==> config.mk <==
export PLATFORM = sky130hd
export DESIGN_NAME = four_digit_number_display_formatter_core_flat
export DESIGN_NICKNAME = d
export VERILOG_FILES = /design/src/rtl/core/fdnd_pkg.sv /design/src/rtl/core/fdnd_if.sv /design/src/rtl/core/fdnd_bcd.sv /design/src/rtl/core/four_digit_number_display_formatter_core.sv /design/src/flat_wrapper.sv
export VERILOG_INCLUDE_DIRS = /design/src /design/src/rtl/core
export SDC_FILE = /design/constraint.sdc
export NUM_CORES = 1
export LEC_CHECK = 0
export ABC_CLOCK_PERIOD_IN_PS = 4000
export BUFFER_PORTS_ARGS = -buffer_cell sky130_fd_sc_hd__clkbuf_2
export CAP_MARGIN = 15
export CORE_ASPECT_RATIO = 0.75
export CORE_MARGIN = 2
export CORE_UTILIZATION = 48
export DETAILED_ROUTE_END_ITERATION = 12
export PLACE_DENSITY = 0.66
export SKIP_LAST_GASP = 1
export SLEW_MARGIN = 20
export SYNTH_ARGS = -nofsm -noshare
export SYNTH_HDL_FRONTEND = slang
export SYNTH_SLANG_ARGS = --single-unit
==> constraint.sdc <==
create_clock -name clk -period 4 [get_ports clk]
set_input_delay 0 -clock clk [delete_from_list [all_inputs] [get_ports clk]]
set_output_delay 0 -clock clk [all_outputs]
set_load 0.01 [all_outputs]
==> src/rtl/core/four_digit_number_display_formatter_core_assert.svh <==
// Assertion macros shared by the formatter RTL.
`ifndef FOUR_DIGIT_NUMBER_DISPLAY_FORMATTER_CORE_ASSERT_SVH
`define FOUR_DIGIT_NUMBER_DISPLAY_FORMATTER_CORE_ASSERT_SVH

`ifndef SYNTHESIS

// Property must hold at every clock edge outside reset.
`define FDND_ASSERT(lbl, clk, rst_n, prop) \
  lbl: assert property (@(posedge clk) disable iff (!rst_n) prop) \
    else $error("fdnd assertion failed");

// Expression must never be true outside reset.
`define FDND_ASSERT_NEVER(lbl, clk, rst_n, expr) \
  lbl: assert property (@(posedge clk) disable iff (!rst_n) !(expr)) \
    else $error("fdnd forbidden condition seen");

`else

`define FDND_ASSERT(lbl, clk, rst_n, prop)
`define FDND_ASSERT_NEVER(lbl, clk, rst_n, expr)

`endif

`endif

==> src/rtl/core/fdnd_pkg.sv <==
package fdnd_pkg;

  // Field widths
  localparam int VAL_W = 25;
  localparam int BIN_W = 24;
  localparam int DIG_N = 7;
  localparam int BCD_W = 4 * DIG_N;
  localparam int CNT_W = $clog2(BIN_W);
  localparam int CODE_N = 4;

  typedef logic [7:0] code_t;
  typedef logic [3:0] bcd_digit_t;

  // Display codes
  localparam code_t CODE_MINUS = 8'h10;
  localparam code_t CODE_POINT = 8'h20;
  localparam code_t CODE_BLANK = 8'h40;
  localparam code_t CODE_DIGIT = 8'h0f;
  localparam code_t CODE_NINE  = 8'h09;
  localparam code_t CODE_ZERO  = 8'h00;

  // Item kinds
  localparam logic KIND_NUMBER = 1'b0;
  localparam logic KIND_DIGIT  = 1'b1;

  // Saturation limits, in thousandths
  localparam logic signed [VAL_W-1:0] SAT_HIGH_MILLI = 25'sd9999000;
  localparam logic signed [VAL_W-1:0] SAT_LOW_MILLI  = -25'sd999000;
  localparam logic signed [VAL_W-1:0] LAST_RESET     = 25'sd10000000;

  // Number classes decided at accept time
  typedef enum logic [1:0] {
    CLS_NUM,
    CLS_HIGH,
    CLS_LOW,
    CLS_ZERO
  } num_class_t;

endpackage

==> src/rtl/core/fdnd_if.sv <==
// Input word channel
interface fdnd_in_if import fdnd_pkg::*; ();
  logic                    valid;
  logic                    ready;
  logic                    kind;
  logic signed [VAL_W-1:0] value_milli;
  logic [2:0]              digit_position;
  code_t                   digit_code;

  modport source (output valid, kind, value_milli, digit_position, digit_code, input ready);
  modport sink (input valid, kind, value_milli, digit_position, digit_code, output ready);
endinterface

// Result word channel
interface fdnd_out_if import fdnd_pkg::*; ();
  logic  valid;
  logic  ready;
  code_t code_first;
  code_t code_second;
  code_t code_third;
  code_t code_fourth;

  modport source (output valid, code_first, code_second, code_third, code_fourth, input ready);
  modport sink (input valid, code_first, code_second, code_third, code_fourth, output ready);
endinterface

==> src/rtl/core/fdnd_bcd.sv <==
// Bit-serial binary to BCD converter (shift and add 3), one bit per cycle.
module fdnd_bcd import fdnd_pkg::*; (
  input  logic             clk,
  input  logic             rst_n,
  input  logic             start,
  input  logic [BIN_W-1:0] bin,
  output logic             done,
  output bcd_digit_t       digits [DIG_N]
);

  logic             busy_r;
  logic             done_r;
  logic [CNT_W-1:0] cnt_r;
  logic [BIN_W-1:0] bin_r;
  logic [BCD_W-1:0] bcd_r;
  logic [BCD_W-1:0] adj;
  logic [BCD_W-1:0] bcd_nxt;

  // Add 3 to every digit of 5 or more, then shift in the next bit
  always_comb begin
    for (int i = 0; i < DIG_N; i++) begin
      if (bcd_r[4*i +: 4] >= 4'd5) begin
        adj[4*i +: 4] = bcd_r[4*i +: 4] + 4'd3;
      end else begin
        adj[4*i +: 4] = bcd_r[4*i +: 4];
      end
    end
    bcd_nxt = {adj[BCD_W-2:0], bin_r[BIN_W-1]};
  end

  // Control
  always_ff @(posedge clk) begin
    if (!rst_n) begin
      busy_r <= 1'b0;
      done_r <= 1'b0;
      cnt_r  <= '0;
    end else begin
      done_r <= 1'b0;
      if (start) begin
        busy_r <= 1'b1;
        cnt_r  <= '0;
      end else if (busy_r) begin
        cnt_r <= cnt_r + 1'b1;
        if (cnt_r == CNT_W'(BIN_W - 1)) begin
          busy_r <= 1'b0;
          done_r <= 1'b1;
        end
      end
    end
  end

  // Datapath
  always_ff @(posedge clk) begin
    if (start) begin
      bin_r <= bin;
      bcd_r <= '0;
    end else if (busy_r) begin
      bin_r <= {bin_r[BIN_W-2:0], 1'b0};
      bcd_r <= bcd_nxt;
    end
  end

  // Most significant digit first
  always_comb begin
    for (int i = 0; i < DIG_N; i++) begin
      digits[i] = bcd_r[4*(DIG_N-1-i) +: 4];
    end
  end

  assign done = done_r;

endmodule

==> src/rtl/core/four_digit_number_display_formatter_core.sv <==
// Four-digit display formatter. A number word (kind 0) carries a signed value
// in thousandths and is turned into four display codes (0-9, minus 0x10,
// blank 0x40, point flag 0x20), saturating at 9999 and -999 and dropping
// trailing fraction zeros; a number equal to the last number formatted gives no
// result, except the first after reset. A digit word (kind 1) overwrites one
// code when its position is 1 to 4, and always gives a result. A number is
// loaded into the bit-serial BCD converter at the accept edge (one input bit
// per cycle), then formatted into the display state; a digit word is written
// there directly. The display state moves into the output register once that
// is free. The input is ready only while idle, so no word is taken while one
// is in progress; a repeated number gives nothing and the next word can follow
// on the next cycle. The output register lets the next word be accepted while
// a result waits; a second result stalls the input until the first is taken.
`include "four_digit_number_display_formatter_core_assert.svh"

module four_digit_number_display_formatter_core import fdnd_pkg::*; (
  input logic       clk,
  input logic       rst_n,
  fdnd_in_if.sink   in_ch,
  fdnd_out_if.source out_ch
);

  typedef enum logic [1:0] {
    ST_IDLE,
    ST_CONV,
    ST_DONE
  } state_t;

  state_t                  state_r;
  code_t                   codes_r     [CODE_N];
  code_t                   out_code_r  [CODE_N];
  logic                    out_valid_r;
  logic signed [VAL_W-1:0] last_r;
  logic                    first_r;
  num_class_t              cls_r;
  logic                    neg_r;

  logic                    in_fire;
  logic                    repeat_hit;
  logic                    bcd_start;
  logic                    bcd_done;
  logic [VAL_W-1:0]        abs_v;
  num_class_t              cls_in;
  bcd_digit_t              d [DIG_N];
  code_t                   fmt_c [CODE_N];
  logic                    pos_ok;
  logic [1:0]              pos_idx;

  assign in_ch.ready = (state_r == ST_IDLE);
  assign in_fire     = in_ch.valid && in_ch.ready;

  // Accept-time decode
  always_comb begin
    repeat_hit = !first_r && (in_ch.value_milli == last_r);
    if (in_ch.value_milli >= SAT_HIGH_MILLI) begin
      cls_in = CLS_HIGH;
    end else if (in_ch.value_milli <= SAT_LOW_MILLI) begin
      cls_in = CLS_LOW;
    end else if (in_ch.value_milli == '0) begin
      cls_in = CLS_ZERO;
    end else begin
      cls_in = CLS_NUM;
    end
    if (in_ch.value_milli[VAL_W-1]) begin
      abs_v = ~in_ch.value_milli + 1'b1;
    end else begin
      abs_v = in_ch.value_milli;
    end
    pos_ok  = (in_ch.digit_position >= 3'd1) && (in_ch.digit_position <= 3'd4);
    pos_idx = 2'(in_ch.digit_position - 3'd1);
  end

  assign bcd_start = in_fire && (in_ch.kind == KIND_NUMBER) && !repeat_hit;

  fdnd_bcd u_bcd (
    .clk    (clk),
    .rst_n  (rst_n),
    .start  (bcd_start),
    .bin    (abs_v[BIN_W-1:0]),
    .done   (bcd_done),
    .digits (d)
  );

  // Digit pick, point placement and trailing-zero removal
  always_comb begin
    logic       ip_nz;
    logic [1:0] k;
    logic [2:0] pt;
    code_t      b [CODE_N];
    code_t      c [CODE_N];

    ip_nz = (d[0] != 4'd0) || (d[1] != 4'd0) || (d[2] != 4'd0) || (d[3] != 4'd0);
    if (!ip_nz) begin
      k  = 2'd3;
      pt = 3'd1;
    end else begin
      if (d[0] != 4'd0) begin
        k = 2'd0;
      end else if (d[1] != 4'd0) begin
        k = 2'd1;
      end else if (d[2] != 4'd0) begin
        k = 2'd2;
      end else begin
        k = 2'd3;
      end
      pt = 3'd4 - {1'b0, k};
    end

    for (int j = 0; j < CODE_N; j++) begin
      case (k)
        2'd0:    b[j] = {4'd0, d[j]};
        2'd1:    b[j] = {4'd0, d[j+1]};
        2'd2:    b[j] = {4'd0, d[j+2]};
        default: b[j] = {4'd0, d[j+3]};
      endcase
    end

    case (cls_r)
      CLS_HIGH: begin
        c[0] = CODE_NINE; c[1] = CODE_NINE; c[2] = CODE_NINE; c[3] = CODE_NINE;
      end
      CLS_LOW: begin
        c[0] = CODE_MINUS; c[1] = CODE_NINE; c[2] = CODE_NINE; c[3] = CODE_NINE;
      end
      CLS_ZERO: begin
        c[0] = CODE_BLANK; c[1] = CODE_BLANK; c[2] = CODE_BLANK; c[3] = CODE_ZERO;
      end
      default: begin
        if (neg_r) begin
          c[0] = CODE_MINUS; c[1] = b[0]; c[2] = b[1]; c[3] = b[2];
          if (pt == 3'd2) begin
            c[2] = c[2] | CODE_POINT;
          end else if (pt == 3'd1) begin
            c[1] = c[1] | CODE_POINT;
          end
        end else begin
          c[0] = b[0]; c[1] = b[1]; c[2] = b[2]; c[3] = b[3];
          if (pt == 3'd3) begin
            c[2] = c[2] | CODE_POINT;
          end else if (pt == 3'd2) begin
            c[1] = c[1] | CODE_POINT;
          end else if (pt == 3'd1) begin
            c[0] = c[0] | CODE_POINT;
          end
        end
      end
    endcase

    for (int j = 0; j < CODE_N; j++) begin
      fmt_c[j] = c[j];
    end
    // Trailing fraction zeros: shift right, pad with blanks
    if ((c[0] & CODE_POINT) != CODE_ZERO) begin
      if (c[1] == CODE_ZERO && c[2] == CODE_ZERO && c[3] == CODE_ZERO) begin
        fmt_c[0] = CODE_BLANK; fmt_c[1] = CODE_BLANK; fmt_c[2] = CODE_BLANK;
        fmt_c[3] = c[0] & CODE_DIGIT;
      end else if (c[2] == CODE_ZERO && c[3] == CODE_ZERO) begin
        fmt_c[0] = CODE_BLANK; fmt_c[1] = CODE_BLANK; fmt_c[2] = c[0]; fmt_c[3] = c[1];
      end else if (c[3] == CODE_ZERO) begin
        fmt_c[0] = CODE_BLANK; fmt_c[1] = c[0]; fmt_c[2] = c[1]; fmt_c[3] = c[2];
      end
    end else if ((c[1] & CODE_POINT) != CODE_ZERO) begin
      if (c[2] == CODE_ZERO && c[3] == CODE_ZERO) begin
        fmt_c[0] = CODE_BLANK; fmt_c[1] = CODE_BLANK; fmt_c[2] = c[0];
        fmt_c[3] = c[1] & CODE_DIGIT;
      end else if (c[3] == CODE_ZERO) begin
        fmt_c[0] = CODE_BLANK; fmt_c[1] = c[0]; fmt_c[2] = c[1]; fmt_c[3] = c[2];
      end
    end else if ((c[2] & CODE_POINT) != CODE_ZERO) begin
      if (c[3] == CODE_ZERO) begin
        fmt_c[0] = CODE_BLANK; fmt_c[1] = c[0]; fmt_c[2] = c[1];
        fmt_c[3] = c[2] & CODE_DIGIT;
      end
    end
  end

  // Sequencer, display state and output register
  always_ff @(posedge clk) begin
    if (!rst_n) begin
      state_r     <= ST_IDLE;
      out_valid_r <= 1'b0;
      first_r     <= 1'b1;
      last_r      <= LAST_RESET;
      for (int j = 0; j < CODE_N; j++) begin
        codes_r[j] <= CODE_ZERO;
      end
    end else begin
      // Output handshake: load from the result stage, else drain
      if ((state_r == ST_DONE) && (!out_valid_r || out_ch.ready)) begin
        out_valid_r <= 1'b1;
      end else if (out_ch.ready) begin
        out_valid_r <= 1'b0;
      end
      case (state_r)
        ST_IDLE: begin
          if (in_fire) begin
            if (in_ch.kind == KIND_DIGIT) begin
              if (pos_ok) begin
                codes_r[pos_idx] <= in_ch.digit_code;
              end
              state_r <= ST_DONE;
            end else if (!repeat_hit) begin
              first_r <= 1'b0;
              last_r  <= in_ch.value_milli;
              cls_r   <= cls_in;
              neg_r   <= in_ch.value_milli[VAL_W-1];
              state_r <= ST_CONV;
            end
          end
        end
        ST_CONV: begin
          if (bcd_done) begin
            for (int j = 0; j < CODE_N; j++) begin
              codes_r[j] <= fmt_c[j];
            end
            state_r <= ST_DONE;
          end
        end
        ST_DONE: begin
          if (!out_valid_r || out_ch.ready) begin
            for (int j = 0; j < CODE_N; j++) begin
              out_code_r[j] <= codes_r[j];
            end
            state_r <= ST_IDLE;
          end
        end
        default: begin
          state_r <= ST_IDLE;
        end
      endcase
    end
  end

  assign out_ch.valid       = out_valid_r;
  assign out_ch.code_first  = out_code_r[0];
  assign out_ch.code_second = out_code_r[1];
  assign out_ch.code_third  = out_code_r[2];
  assign out_ch.code_fourth = out_code_r[3];

  // Converter finishes only while a number is being converted
  `FDND_ASSERT_NEVER(a_done_outside_conv, clk, rst_n, bcd_done && (state_r != ST_CONV))
  // A digit word always heads for the output stage
  `FDND_ASSERT(a_digit_to_done, clk, rst_n, (in_fire && (in_ch.kind == KIND_DIGIT)) |=> (state_r == ST_DONE))
  // Output register is loaded only from the result stage
  `FDND_ASSERT(a_load_from_done, clk, rst_n, $rose(out_valid_r) |-> $past(state_r == ST_DONE))

endmodule

==> src/flat_wrapper.sv <==
// flat-port wrapper written by rule: the top's interface ports become plain ports
module four_digit_number_display_formatter_core_flat import fdnd_pkg::*;
  (clk, rst_n, in_ch_valid, in_ch_kind, in_ch_value_milli, in_ch_digit_position, in_ch_digit_code, in_ch_ready, out_ch_valid, out_ch_code_first, out_ch_code_second, out_ch_code_third, out_ch_code_fourth, out_ch_ready);
  fdnd_in_if in_ch_i ();
  fdnd_out_if out_ch_i ();
  input logic clk;
  input logic rst_n;
  input wire logic [$bits(in_ch_i.valid)-1:0] in_ch_valid;
  input wire logic [$bits(in_ch_i.kind)-1:0] in_ch_kind;
  input wire logic [$bits(in_ch_i.value_milli)-1:0] in_ch_value_milli;
  input wire logic [$bits(in_ch_i.digit_position)-1:0] in_ch_digit_position;
  input wire logic [$bits(in_ch_i.digit_code)-1:0] in_ch_digit_code;
  output wire logic [$bits(in_ch_i.ready)-1:0] in_ch_ready;
  output wire logic [$bits(out_ch_i.valid)-1:0] out_ch_valid;
  output wire logic [$bits(out_ch_i.code_first)-1:0] out_ch_code_first;
  output wire logic [$bits(out_ch_i.code_second)-1:0] out_ch_code_second;
  output wire logic [$bits(out_ch_i.code_third)-1:0] out_ch_code_third;
  output wire logic [$bits(out_ch_i.code_fourth)-1:0] out_ch_code_fourth;
  input wire logic [$bits(out_ch_i.ready)-1:0] out_ch_ready;
  assign in_ch_i.valid = in_ch_valid;
  assign in_ch_i.kind = in_ch_kind;
  assign in_ch_i.value_milli = in_ch_value_milli;
  assign in_ch_i.digit_position = in_ch_digit_position;
  assign in_ch_i.digit_code = in_ch_digit_code;
  assign in_ch_ready = in_ch_i.ready;
  assign out_ch_valid = out_ch_i.valid;
  assign out_ch_code_first = out_ch_i.code_first;
  assign out_ch_code_second = out_ch_i.code_second;
  assign out_ch_code_third = out_ch_i.code_third;
  assign out_ch_code_fourth = out_ch_i.code_fourth;
  assign out_ch_i.ready = out_ch_ready;
  four_digit_number_display_formatter_core u_core (.clk(clk), .rst_n(rst_n), .in_ch(in_ch_i), .out_ch(out_ch_i));
endmodule
==> metrics <==
outcome complete, no violations; root buf cell clkbuf_16; final setup fails 0; crit-path max cell delay 0.48 ns; post-detail-place hpwl 16,300 microns; Cell Rows 42; critical path data required time 4.24 ns; Worst Clk Skew 0.00973 ns; maxcap violations 0; routed wl met3 about 1600 microns; synthesized area per cell 9.24 sq um; Post-Syn Area about 8700 sq um; Finished Cell Area between 10,000 and 15,000 sq um; RSZ-0062 raised after global routing false; share of cells above drive strength 1 around 17%; DR WL/cell 17.4 microns; Routed Antenna Nets 0; initial antenna violation count 0; Die Wd ~160 microns; CTS Buffer Depth 2; number of hold violations in the final report 0; Clock transition at path regs ~0.070 ns; vias in the first global route 7,083; height of the die around 120 microns; most common cell after layout, fill and taps aside nand2_1; GRT Overall Usage 24.2%; total vias in the final route 7,382; top layer reached by signal wires met4; GPL Wtd Cong 0.880; Yosys cell types 75; syn_nets 1,008; fin. max-slew vios 0; Most Frequent Cell on Critical Path buf_4; DP Area 9440 sq um; number of synthesized flops with an enable pin 91; area delta synth->final 20.6%; CP max-delay cell or3b_4; Initial Utilization 49.2%; CTS tree yes; H-Tree Depth 4; Core Util, Final 59.3%; footprint of the multi-input gates 4330 sq um; most frequent cells in the layout 159 x nand2_1, 91 x edfxtp_1, 74 x o21ai_0, 74 x clkbuf_2, 65 x nor2_1; critical path arrival a little over 4 ns; post-route minimum period 3.82 ns; Sinks on Clock Net ~160; total iterations of the first detailed-routing run 7; Async SR Flop Fraction 0%; drt total wl 22,900 microns; PwrDens 372 nW/um^2; CP delay by family, top simple AND/OR/NAND/NOR gates; DP Cell Count 1,238; worst hold path class input port to register; initial drt markers 779; Yosys reg bits 155; port buffer count 74; worst-margin pin slew approximately 0.81 ns; WL met2 about 10,000 microns; grt total ovfl 0; fmax 0.262 GHz; Via density 5.62; share of the synthesized area in the top cell type a little under a third; I/O pins 75; CTS Buf Count 17; area of the core approximately 18,000 sq um; FILL cells between 1,500 and 2,000; critical path fanouts, max 12; Diodes inserted 0; period utilisation layout 95.6%; Seq/Total Area, Yosys 46.1%; Critical Path, Cell by Cell inv_1 > ha_1 > or3b_4 > buf_4 > o32ai_2 > nor3_1 > o221ai_2 > nand4_2 > or3_4 > or3_1 > buf_4 > a2bb2oi_1 > o211ai_1; WP buf/inv 3; Crit. End Element register; CP Launch Type register; dominant cells by area after synthesis edfxtp_1 31%, dfxtp_1 15%, nand2_1 6.9%; DRC 0; Slew HR 46.1%; Top FF cell, synth edfxtp_1; first-pass GRT wire length 36,900 microns; Synth Warn # 0; Final #Nets 1,125; Post-Layout Cell Count 1,314; Clock Latency Late Sink 0.43 ns; register area 4010 sq um; Syn Inst Count 942; largest net degree at the start of global routing 53; Synth area leader edfxtp_1; routed metal-1 wirelength 10,700 microns; crit path kind register to register; maximum vdd drop 0.000200 V; Leakage 4.04 nW; die area 19,200 sq um
-- state kept, by name, indices dropped and copies added (netlist names) --
name and count:
u_core.codes_r 32, u_core.out_code_r 32, u_core.u_bcd.digits 28, u_core.last_r 25
u_core.u_bcd.bin_r 24, u_core.u_bcd.cnt_r 5, u_core.cls_r 2, u_core.state_r 2
u_core.first_r 1, u_core.neg_r 1, u_core.out_ch.valid 1, u_core.u_bcd.busy_r 1
u_core.u_bcd.done 1
-- report_power, final --
group	leakage, nW	switching [mW]	internal (mW)
sequential	1.41	0.0414	1.77
combinational	2.33	0.255	0.172
clock	0.300	0.744	0.930
-- cell usage after synthesis (all sizes together) (3+ instances only) --
cell / number
nand2: 159
edfxtp: 91
o21ai: 78
nor2: 66
a21oi: 65
dfxtp: 64
clkbuf: 50
xor2: 38
inv: 27
xnor2: 27
ha: 25
nand3: 20
nor3: 19
nand2b: 18
mux2i: 16
nor2b: 14
buf: 13
nand4: 13
o31ai: 11
and2: 10
o211ai: 10
a32o: 8
nor4: 8
or3: 8
a22o: 7
nor3b: 7
a221oi: 6
a31oi: 5
o311ai: 5
or4: 5
o221ai: 4
or3b: 4
a211oi: 3
a21o: 3
a32oi: 3
nand4b: 3
o31a: 3
o41ai: 3
-- logic make-up after synthesis --
family / after synthesis / share of synthesized area (%)
flops: 155 / 46.1
xor+xnor: 65 / 6.54
buf+inv: 91 / 4.57
simple gates: 361 / 20.2
mux: 16 / 1.84
fa+ha+maj: 25 / 3.59
compound gates: 229 / 17.2
-- per-stage QoR --
stage,setup WS [ns],hold WS [ns],total power [mW],setup TNS (ns)
4_1_cts,0.0125,0.0208,3.93,0
3_5_place_dp,-0.00603,0.318,2.23,-0.00603
2_1_floorplan,0.416,0.0989,2.10,0
6_report,0.176,0.0358,3.91,0
5_1_grt,0.0229,0.104,4.06,0
3_3_place_gp,0.120,0.320,2.23,0
-- worst reg2reg max path, delay by kind of cell, from the launching register on --
family	cells	cell delay, ns
DFF	1	0.35
AOI/OAI and AO/OA	4	0.95
and+or+nand+nor	5	1.60
adders and majority gates	1	0.19
buffers and inverters	3	0.55
-- layer usage --
layer  GRT usage [%]  vias up
li1                -     3601
met5               0        -
met4            6.42        0
met2            38.0      261
met1            33.9     3498
met3            5.42       22
-- repair_timing --
action                                  CTS  global route
hold buffers                             41             0
resized for setup                         0             4
buffers inserted                          0             3
endpoints found under the setup margin    0            11
endpoints found under the hold margin    54             0
-- area by class of cell --
cell class                 count  share of cell area (%)
clock buffer                  18                    4.29
clock inverter                14                    1.55
inverter                      28                    1.00
multi-input combinational    696                    41.2
sequential                   155                    38.2
tap                          242                    2.88
timing repair buffer         161                    10.8
-- final timing paths --
check / startpoint / end / slack [ns] / cells past startpoint
setup / recovery: u_core.u_bcd.digits[20] / u_core.codes_r[3][2] / 0.18 / 13
setup reg to reg: u_core.u_bcd.digits[20] / u_core.codes_r[3][2] / 0.18 / 13
hold reg to reg: u_core.codes_r[0][6] / u_core.out_code_r[0][6] / 0.41 / 0
hold / removal: in_ch_valid / u_core.state_r[1] / 0.04 / 5
Power figures use the tool's default switching activity.
